File: config.mk
export PLATFORM = sky130hd
export DESIGN_NAME = srtc_ctrl
export DESIGN_NICKNAME = d
export VERILOG_FILES = /design/src/rtl/srtc_pkg.sv /design/src/rtl/srtc_ctrl.sv
export SDC_FILE = /design/constraint.sdc
export NUM_CORES = 1
export LEC_CHECK = 0
export BUFFER_PORTS_ARGS = -buffer_cell sky130_fd_sc_hd__buf_2
export CAP_MARGIN = 25
export CORE_AREA = 5 5 261 263
export DETAILED_ROUTE_END_ITERATION = 10
export DIE_AREA = 0 0 266 268
export SETUP_SLACK_MARGIN = 0.02
export SLEW_MARGIN = 0
export SYNTH_ARGS = -nofsm -noshare
export SYNTH_HDL_FRONTEND = slang
export SYNTH_SLANG_ARGS = --single-unit
export TNS_END_PERCENT = 30
File: constraint.sdc
create_clock -name clock -period 5.3 [get_ports clock]
set_input_delay 0.53 -clock clock [delete_from_list [all_inputs] [get_ports clock]]
set_output_delay 0.53 -clock clock [all_outputs]
set_load 0.02 [all_outputs]
File: src/rtl/srtc_pkg.sv
package srtc_pkg;

   localparam int TABLE_DEPTH = 64;
   localparam int IDX_W       = $clog2(TABLE_DEPTH);
   localparam int CNT_W       = $clog2(TABLE_DEPTH + 1);
   localparam int FIELD_W     = 62;
   localparam int LEN_W       = 64;
   localparam int STATUS_W    = 3;
   localparam int INDEX_W     = 7;

   typedef enum logic [STATUS_W-1:0] {
      ST_NEW       = 3'd0,
      ST_JOIN_NEXT = 3'd1,
      ST_JOIN_PREV = 3'd2,
      ST_JOIN_BOTH = 3'd3,
      ST_FULL      = 3'd4
   } status_type;

   typedef struct packed {
      logic [FIELD_W-1:0] filter_start;
      logic [FIELD_W-1:0] protocol_start;
      logic [FIELD_W-1:0] range_length;
   } req_type;

   typedef struct packed {
      status_type         status;
      logic [INDEX_W-1:0] entry_index;
      logic [INDEX_W-1:0] entry_count;
   } rsp_type;

   typedef struct packed {
      logic [FIELD_W-1:0] filter_start;
      logic [FIELD_W-1:0] protocol_start;
      logic [LEN_W-1:0]   range_len;
   } entry_type;

   typedef struct packed {
      logic above;
      logic equal;
      logic join_next;
      logic join_prev;
   } flags_type;

   typedef struct packed {
      logic             apply;
      logic             insert;
      logic             join_next;
      logic             join_prev;
      logic [CNT_W-1:0] next_idx;
      logic [CNT_W-1:0] prev_idx;
      logic [CNT_W-1:0] count;
   } update_type;

endpackage

File: src/rtl/srtc_ctrl.sv
module srtc_ctrl (
   input  logic                                             clock,
   input  logic                                             reset,
   input  logic                                             req_valid,
   output logic                                             req_stall,
   input  srtc_pkg::req_type                                req_word,
   output logic                                             rsp_valid,
   input  logic                                             rsp_stall,
   output srtc_pkg::rsp_type                                rsp_word,
   input  srtc_pkg::flags_type [srtc_pkg::TABLE_DEPTH-1:0]  cell_flags,
   output srtc_pkg::req_type                                item,
   output srtc_pkg::update_type                             update
);
   import srtc_pkg::*;

   typedef enum logic [1:0] {
      S_IDLE,
      S_COMPARE,
      S_SEARCH,
      S_UPDATE
   } state_type;

   state_type        state_ff, state_in;
   req_type          item_ff, item_in;
   logic [CNT_W-1:0] count_ff, count_in;
   logic [CNT_W-1:0] lo_ff, lo_in;
   logic [CNT_W-1:0] hip1_ff, hip1_in;
   logic [CNT_W-1:0] next_ff, next_in;
   logic [CNT_W-1:0] prev_ff, prev_in;
   logic             prev_ok_ff, prev_ok_in;
   logic             rsp_valid_ff, rsp_valid_in;
   rsp_type          rsp_word_ff, rsp_word_in;
   logic [CNT_W:0]   mid_sum;
   logic [IDX_W-1:0] mid;
   logic             out_free, join_next, join_prev, full;

   always_comb begin
      state_in     = state_ff;
      item_in      = item_ff;
      count_in     = count_ff;
      lo_in        = lo_ff;
      hip1_in      = hip1_ff;
      next_in      = next_ff;
      prev_in      = prev_ff;
      prev_ok_in   = prev_ok_ff;
      rsp_word_in  = rsp_word_ff;

      out_free     = !rsp_valid_ff || !rsp_stall;
      rsp_valid_in = rsp_valid_ff && rsp_stall;

      // hip1 holds the upper search bound plus one, so it never goes negative
      mid_sum = {1'b0, lo_ff} + {1'b0, hip1_ff} - (CNT_W + 1)'(1);
      mid     = IDX_W'(mid_sum >> 1);

      join_next = (next_ff < count_ff) && cell_flags[IDX_W'(next_ff)].join_next;
      join_prev = prev_ok_ff && cell_flags[IDX_W'(prev_ff)].join_prev;
      full      = (count_ff == CNT_W'(TABLE_DEPTH));

      update.apply     = 1'b0;
      update.insert    = !join_next && !join_prev && !full;
      update.join_next = join_next;
      update.join_prev = join_prev;
      update.next_idx  = next_ff;
      update.prev_idx  = prev_ff;
      update.count     = count_ff;

      unique case (state_ff)
         S_IDLE: begin
            if (req_valid) begin
               item_in  = req_word;
               state_in = S_COMPARE;
            end
         end
         S_COMPARE: begin
            lo_in    = '0;
            hip1_in  = count_ff;
            state_in = S_SEARCH;
         end
         S_SEARCH: begin
            if (lo_ff < hip1_ff) begin
               if (cell_flags[mid].equal) begin
                  next_in    = CNT_W'(mid);
                  prev_in    = CNT_W'(mid);
                  prev_ok_in = 1'b1;
                  state_in   = S_UPDATE;
               end else if (cell_flags[mid].above) begin
                  lo_in = CNT_W'(mid) + CNT_W'(1);
               end else begin
                  hip1_in = CNT_W'(mid);
               end
            end else begin
               next_in    = lo_ff;
               prev_in    = hip1_ff - CNT_W'(1);
               prev_ok_in = (hip1_ff != '0);
               state_in   = S_UPDATE;
            end
         end
         S_UPDATE: begin
            // hold until the output register is free
            if (out_free) begin
               update.apply = 1'b1;
               if (update.insert) begin
                  count_in = count_ff + CNT_W'(1);
               end
               if (join_next && join_prev) begin
                  rsp_word_in.status = ST_JOIN_BOTH;
               end else if (join_next) begin
                  rsp_word_in.status = ST_JOIN_NEXT;
               end else if (join_prev) begin
                  rsp_word_in.status = ST_JOIN_PREV;
               end else if (full) begin
                  rsp_word_in.status = ST_FULL;
               end else begin
                  rsp_word_in.status = ST_NEW;
               end
               rsp_word_in.entry_index = (join_prev && !join_next) ? INDEX_W'(prev_ff)
                                                                   : INDEX_W'(next_ff);
               rsp_word_in.entry_count = INDEX_W'(count_in);
               rsp_valid_in = 1'b1;
               state_in     = S_IDLE;
            end
         end
         default: begin
            state_in = S_IDLE;
         end
      endcase
   end

   always_ff @(posedge clock) begin
      if (reset) begin
         state_ff     <= S_IDLE;
         count_ff     <= '0;
         rsp_valid_ff <= 1'b0;
      end else begin
         state_ff     <= state_in;
         count_ff     <= count_in;
         rsp_valid_ff <= rsp_valid_in;
      end
      item_ff     <= item_in;
      lo_ff       <= lo_in;
      hip1_ff     <= hip1_in;
      next_ff     <= next_in;
      prev_ff     <= prev_in;
      prev_ok_ff  <= prev_ok_in;
      rsp_word_ff <= rsp_word_in;
   end

   assign req_stall = (state_ff != S_IDLE);
   assign rsp_valid = rsp_valid_ff;
   assign rsp_word  = rsp_word_ff;
   assign item      = item_ff;

endmodule

Yosys cells after proc, flatten, opt, wreduce, memory -nomap -nowiden
Cells that the tools add are included.
Operators by class
  $add $sub $neg: 5
  order comparisons: 5
  equal/unequal tests: 12
  multiplexer cells: 33
  reductions and logical operators: 25
Operators with widths (count)
  $mux W7: 11
  $bmux W4 S6: 3
  $pmux W7 S2: 2
  $lt A6 B7 Y1 const B: 3
  $lt A7 B7 Y1: 2
  $mux W2: 7
  $sub A7 B1 Y7 const B: 2
  $ne A2 B2 Y1 const B: 6
  $pmux W2 S4: 1
  $reduce_and A4 Y1: 2
  $add A6 B1 Y7 const B: 1
  $add A7 B1 Y7 const B: 1
  $add A7 B7 Y7: 1
  $eq A7 B7 Y1 const B: 1
  $logic_and A1 B1 Y1: 7
  $mux W1: 7
  $reduce_bool A7 Y1: 1
  $reduce_and A2 Y1: 3
  $logic_not A1 Y1: 5
  $eq A2 B2 Y1 const B: 2
  $mux W4: 1
  $reduce_bool A2 Y1: 2
  $mux W3: 1
  $ne A3 B3 Y1 const B: 1
  7 further kinds: 7
Word-level totals
  register bits: 242
  output and inout port bits: 230

Depth between registers and ports, before layout
Gate-level depths: netlist of run 1.
  depth in word-level cells: 8
  mapped depth: 15
  gate-level depth less buffers: 13

Worst setup path after synthesis of run 1
OpenSTA, ideal clock, no wires.
  kind: flip-flop to flip-flop
  start: register state_ff[0]
  end: register item_ff (netlist bit item[0]), enable pin
  setup time: 0.569 ns
  arrival: 4.824 ns
  required time: 4.731 ns
  slack: -0.093 ns
  stages on the path, launching flop included: 4
  clock period less this slack: 5.393 ns
  cells stage by stage: dfxtp_1 > inv_1 > ha_1 > and2_1
On the way
  longest elaborated chain between the ends: 2
RTL lines
  start: declaration: RTL line srtc_ctrl.sv:23  | state_type state_ff, state_in;
  start signal: assignment: RTL line srtc_ctrl.sv:135  | state_ff <= state_in;
  $logic_not A2 Y1: RTL line srtc_ctrl.sv:67  | unique case (state_ff)
  $reduce_and A2 Y1 (no line)
  end signal: assignment: RTL line srtc_ctrl.sv:139  | item_ff <= item_in;
  end: declaration: RTL line srtc_ctrl.sv:24  | req_type item_ff, item_in;
Every way passes these cells.
A chain may end at the register's enable or synchronous reset.

==> flow_metrics.env, run 1 <==
export IMPL_avgSynthCellArea_um2=17.3
export IMPL_start_kind="flip-flop"
export IMPL_status="complete, no violations"
export IMPL_cts_setup_buffers=0
export IMPL_grt_pass1_vias=9866
export IMPL_synthTopCellsByArea="edfxtp_1 (63%), mux4_2 (12%), ha_1 (3.6%)"
export IMPL_die_area_um2=71300
export IMPL_period_minus_slack_ps=4620
export IMPL_die_x_um=266
export IMPL_layout_setup_ws_ps=678
export IMPL_ir_drop_v=0.000858
export IMPL_synth_flop_cell="edfxtp_1"
export IMPL_async_reset_ff_frac=0
export IMPL_drv_slew=0
export IMPL_synth_cell_type_count=55
export IMPL_grt_max_degree=92
export IMPL_cts_num_sinks=242
export IMPL_syn_nets=1116
export IMPL_holdCritPathClass="primary input to flip-flop"
export IMPL_clk_pin_slew_worst_paths_ps=60
export IMPL_cp_required_ps=4770
export IMPL_fin_worst_skew_ps=10.6
export IMPL_worstPathArrival_ps=4090
export IMPL_routedWlPerCell_um=24.1
export IMPL_grt_use_total=0.140
export IMPL_layout_drive_gt1_share=0.613
export IMPL_synth_edf_count=232
export IMPL_clk_latency_ps=580
export IMPL_initial_core_util=0.169
export IMPL_powerDensity_nw_per_um2=763
export IMPL_rsz0062_at_grt="false"
export IMPL_end_kind="output pin"
export IMPL_ctsHoldBuffers=0
export IMPL_cts_buffer_depth=3
export IMPL_ys_seq_elements=242
export IMPL_nNetsFinal=1809
export IMPL_routed_via_density=3.99
export IMPL_synth_area_um2=11000
export IMPL_cts_tree="yes"
export IMPL_pin_count=676
export IMPL_worst_pin_slew_ps=950
export IMPL_gp_congestion=0.948
export IMPL_hpwlAfterDp_um=45600
export IMPL_grt_antenna_before_repair=33
export IMPL_clock_fmax_mhz=216
export IMPL_h_tree_depth=1
export IMPL_synth_top_area_share=0.631
export IMPL_p_leak_uw=0.00697
export IMPL_setup_violations=0
export IMPL_synth_top_cell_by_area="edfxtp_1"
export IMPL_grt_pass1_wl_um=72300
export IMPL_area_growth_syn_to_layout_pct=50.8
export IMPL_slew_headroom=0.367
export IMPL_drt_total_wl_um=53900
export IMPL_final_hold_violation_count=0
export IMPL_rows=94
export IMPL_drtIter0Drc=528
export IMPL_drv_cap=0
export IMPL_dr_total_vias=8930
export IMPL_cts_root_buf="clkbuf_16"
export IMPL_p_total_uw=12700
export IMPL_setup_tns_ps=0
export IMPL_drtAntennaViolNets=0
export IMPL_ys_seq_area_frac=0.649
export IMPL_cp_max_fo=18
export IMPL_cts_inserted_buffers=31
export IMPL_synthCells=638
export IMPL_holdWs_ps=120
export IMPL_core_region_area_um2=65400
export IMPL_cts_resized=0
export IMPL_drc=0
export IMPL_path_class="flip-flop to output pin"
export IMPL_yosys_warnings=0
export IMPL_place_ws_ps=556
export IMPL_drt_pass1_iter_count=7
export IMPL_io_buffers=675
export IMPL_die_y_um=268
export IMPL_grt_overflow_total=0
export IMPL_period_share=0.872
## worst paths after layout
path | startpoint | to | slack [ps] | depth (start not counted)
worst max register to register | prev_ff[0] | rsp_word[7] | 1130 | 8
worst max-delay path | prev_ff[0] | update[23] | 680 | 8
worst min-delay path | req_word[78] | item[78] | 120 | 1
worst min register to register | state_ff[1] | state_ff[1] | 540 | 2
## layout by cell type (no fill, tap or decap), drive strengths merged, types with 2 or more instances in the layout
cell and instances:
a211o 4, a211oi 3, a21o 5, a21oi 8, a22oi 2, a31oi 2
and2 6, buf 689, bufinv 5, clkbuf 38, clkinv 10, clkinvlp 3
dfxtp 10, diode 16, edfxtp 232, ha 32, inv 37, mux2 27
mux2i 11, mux4 68, nand2 19, nand2b 11, nand3 11, nand4 4
nand4b 2, nor2 31, nor2b 5, nor3 9, nor3b 5, nor4 3
o21a 3, o21ai 19, o21bai 2, o221ai 2, o22ai 3, o2bb2ai 2
xnor2 16, xor2 7
## cells by family (layout without fill, tap and decap cells)
| family | after synthesis | count (layout) | synth area share |
|---|---|---|---|
| mux | 106 | 106 | 0.180 |
| other cells | 0 | 16 | 0 |
| simple gates | 110 | 110 | 0.0515 |
| compound gates | 61 | 61 | 0.0388 |
| xor+xnor | 23 | 23 | 0.0189 |
| buf+inv | 64 | 782 | 0.0253 |
| fa+ha+maj | 32 | 32 | 0.0363 |
| flops | 242 | 242 | 0.649 |
## state kept, by name, indices dropped and copies added (netlist names)
signal / flops
item: 186
rsp_word: 17
count_ff: 7
hip1_ff: 7
lo_ff: 7
next_ff: 7
prev_ff: 7
state_ff: 2
prev_ok_ff: 1
rsp_valid: 1
## metrics by stage
step / util / instances / cell area (um2)
after floorplan: - / 638 / 11000
after global placement: 0.237 / 2160 / 15500
after detailed placement: 0.237 / 2161 / 15500
after CTS: 0.254 / 2219 / 16600
after global routing: 0.254 / 2229 / 16600
final: 0.255 / 2236 / 16600
## Yosys cell counts, drive strengths merged, types with 2 or more instances
master   count
mux2i       11
o21ai       19
a22oi        2
a211o        4
o21a         3
nand4        4
and2         6
nand3       11
clkbuf      14
xnor2       16
xor2         7
mux4        68
o221ai       2
a31oi        2
a21o         5
nand2       19
dfxtp       10
mux2        27
nand4b       2
ha          32
nor2        31
buf         16
nand2b      11
inv         34
edfxtp     232
nor4         3
o22ai        3
o2bb2ai      2
nor3         9
a211oi       3
nor3b        5
a21oi        8
o21bai       2
nor2b        5
## where the power goes
group / internal [uW] / leakage, uW / switching, uW
logic: 3240 / 0.00419 / 4080
clock network: 1330 / 0.000510 / 887
registers: 2810 / 0.00227 / 352
## layout make-up
cell class	count	area, um2
fill	6870	48700
sequential	242	7170
multi-input combinational	332	3620
timing repair buffer	690	3540
tap	864	1080
clock buffer	37	798
clock inverter	21	270
inverter	34	128
antenna	16	40.0
## critical path: stages, from the launching register on
cell and delay (ps):
edfxtp_1 970, mux4_1 650, mux4_2 470, mux2i_1 310, nor3b_1 130, a31oi_4 310, nand2_1 130, nor2_1 260
buf_2 260
## routing by layer
metal  track usage  up-vias  wire length (um)
li1              -     3949                 -
met4        0.0582        0              2530
met3        0.0473      111              5250
met5             0        -                 0
met2         0.267      572             29000
met1         0.138     4298             17100
No activity file was read; power rests on OpenSTA's default activity.
==> inputs of run 2 (changes only) <==
==> constraint.sdc (replaced) <==
create_clock -name clock -period 4.8 [get_ports clock]
set_input_delay 0.48 -clock clock [delete_from_list [all_inputs] [get_ports clock]]
set_output_delay 0.48 -clock clock [all_outputs]
set_load 0.02 [all_outputs]
==> flow_metrics.env, run 2 (synthesized netlist as in run 1, its figures left out) <==
export IMPL_fin_worst_skew_ps=21.3
export IMPL_setup_violations=0
export IMPL_nNetsFinal=1813
export IMPL_period_share=0.869
export IMPL_initial_core_util=0.169
export IMPL_die_x_um=266
export IMPL_grt_overflow_total=0
export IMPL_h_tree_depth=1
export IMPL_drt_total_wl_um=53100
export IMPL_grt_pass1_wl_um=71000
export IMPL_p_leak_uw=0.00695
export IMPL_end_kind="output pin"
export IMPL_drt_pass1_iter_count=5
export IMPL_setup_tns_ps=0
export IMPL_n_fill_cell=6899
export IMPL_io_buffers=675
export IMPL_cts_resized=0
export IMPL_hpwlAfterDp_um=46000
export IMPL_status="complete, no violations"
export IMPL_cp_max_fo=20
export IMPL_cts_tree="yes"
export IMPL_drtAntennaViolNets=0
export IMPL_worst_pin_slew_ps=866
export IMPL_grt_pass1_vias=9783
export IMPL_cts_root_buf="clkbuf_16"
export IMPL_grt_max_degree=72
export IMPL_cts_num_sinks=242
export IMPL_clk_pin_slew_worst_paths_ps=60
export IMPL_dp_cells=2165
export IMPL_gp_congestion=0.951
export IMPL_most_common_layout_cells="buf_2 (675), edfxtp_1 (232), mux4_2 (57), inv_1 (34), ha_1 (32)"
export IMPL_worstPathArrival_ps=3690
export IMPL_slew_headroom=0.421
export IMPL_ctsHoldBuffers=0
export IMPL_drc=0
export IMPL_ir_drop_v=0.00120
export IMPL_reg2reg_slack_ps=720
export IMPL_clk_latency_ps=580
export IMPL_die_area_um2=71300
export IMPL_worstPathCellList="buf_4 > mux4_2 > mux4_2 > nor2b_1 > a211oi_1 > a211o_1 > a21oi_2 > nor2_1 > buf_2"
export IMPL_critPathMaxStageDelay_ps=560
export IMPL_cts_inserted_buffers=30
export IMPL_dr_total_vias=8954
export IMPL_rsz0062_at_grt="false"
export IMPL_core_region_area_um2=65400
export IMPL_final_common_cell="buf_2"
export IMPL_cpMostUsedCell="mux4_2"
export IMPL_area_growth_syn_to_layout_pct=50.1
export IMPL_powerDensity_nw_per_um2=834
export IMPL_p_total_uw=13800
export IMPL_path_class="flip-flop to output pin"
export IMPL_start_kind="flip-flop"
export IMPL_holdCritPathClass="primary input to flip-flop"
export IMPL_routedWlPerCell_um=23.8
export IMPL_drv_cap=0
export IMPL_layout_drive_gt1_share=0.617
export IMPL_drtIter0Drc=549
export IMPL_cts_setup_buffers=0
export IMPL_slowest_stage="mux4_2"
export IMPL_largest_reg_flops=186
export IMPL_drv_slew=0
export IMPL_die_y_um=268
export IMPL_rows=94
export IMPL_final_hold_violation_count=0
export IMPL_clock_fmax_mhz=240
export IMPL_finalNonFillerCells=2231
export IMPL_period_minus_slack_ps=4170
export IMPL_cp_required_ps=4320
export IMPL_pin_count=676
export IMPL_grt_antenna_before_repair=45
export IMPL_grt_use_total=0.138
export IMPL_routed_via_density=4.01
export IMPL_holdWs_ps=70.3
export IMPL_cts_buffer_depth=3
[run 2: layer usage]
layer / share of wire / global-route usage / up-vias
li1: - / - / 3935
met1: 0.31 / 0.134 / 4335
met2: 0.56 / 0.277 / 561
met3: 0.099 / 0.0442 / 121
met4: 0.029 / 0.0366 / 2
met5: 0.00024 / 0 / -
[run 2: path summary, 6_finish.rpt]
check                                   from     endpoint  depth (start not counted)
worst max-delay path              next_ff[0]   update[23]                          9
worst min register to register   state_ff[1]  state_ff[1]                          2
worst min-delay path            req_word[18]     item[18]                          1
worst max register to register    hip1_ff[2]   hip1_ff[3]                         13
[run 2: critical path, delay by kind of cell, from the launching register on]
kind                   cells  cell delay [ps]
AO/OA/AOI/OAI              3              640
buffers and inverters      2              640
flip-flops                 1              320
AND/OR/NAND/NOR            2              440
multiplexers               2             1040
[run 2: power breakdown]
group / leakage (uW) / internal, uW / total, uW / switching, uW
Sequential: 0.00227 / 3100 / 3470 / 370
Combinational: 0.00422 / 3590 / 8160 / 4570
Clock: 0.000461 / 1270 / 2190 / 924
Total: 0.00695 / 7960 / 13800 / 5860
[run 2: cell type report]
| type | count | area, um2 | share of cell area |
|---|---|---|---|
| flip-flops and latches | 242 | 7170 | 0.432 |
| multi-input cells | 332 | 3620 | 0.219 |
| repair buffers | 695 | 3570 | 0.216 |
| well taps | 864 | 1080 | 0.0652 |
| clock buffers | 33 | 762 | 0.0460 |
| clock inverters | 20 | 209 | 0.0126 |
| inverters | 34 | 128 | 0.00770 |
| diodes | 11 | 27.5 | 0.00166 |
[run 2: per-stage QoR]
step | utilization | setup slack, ps | cell area [um2]
global route | 0.253 | 304 | 16600
CTS | 0.253 | 168 | 16500
global placement | 0.237 | 691 | 15500
detailed placement | 0.238 | 682 | 15500
finish | 0.253 | 627 | 16600
floorplan | - | 624 | 11000
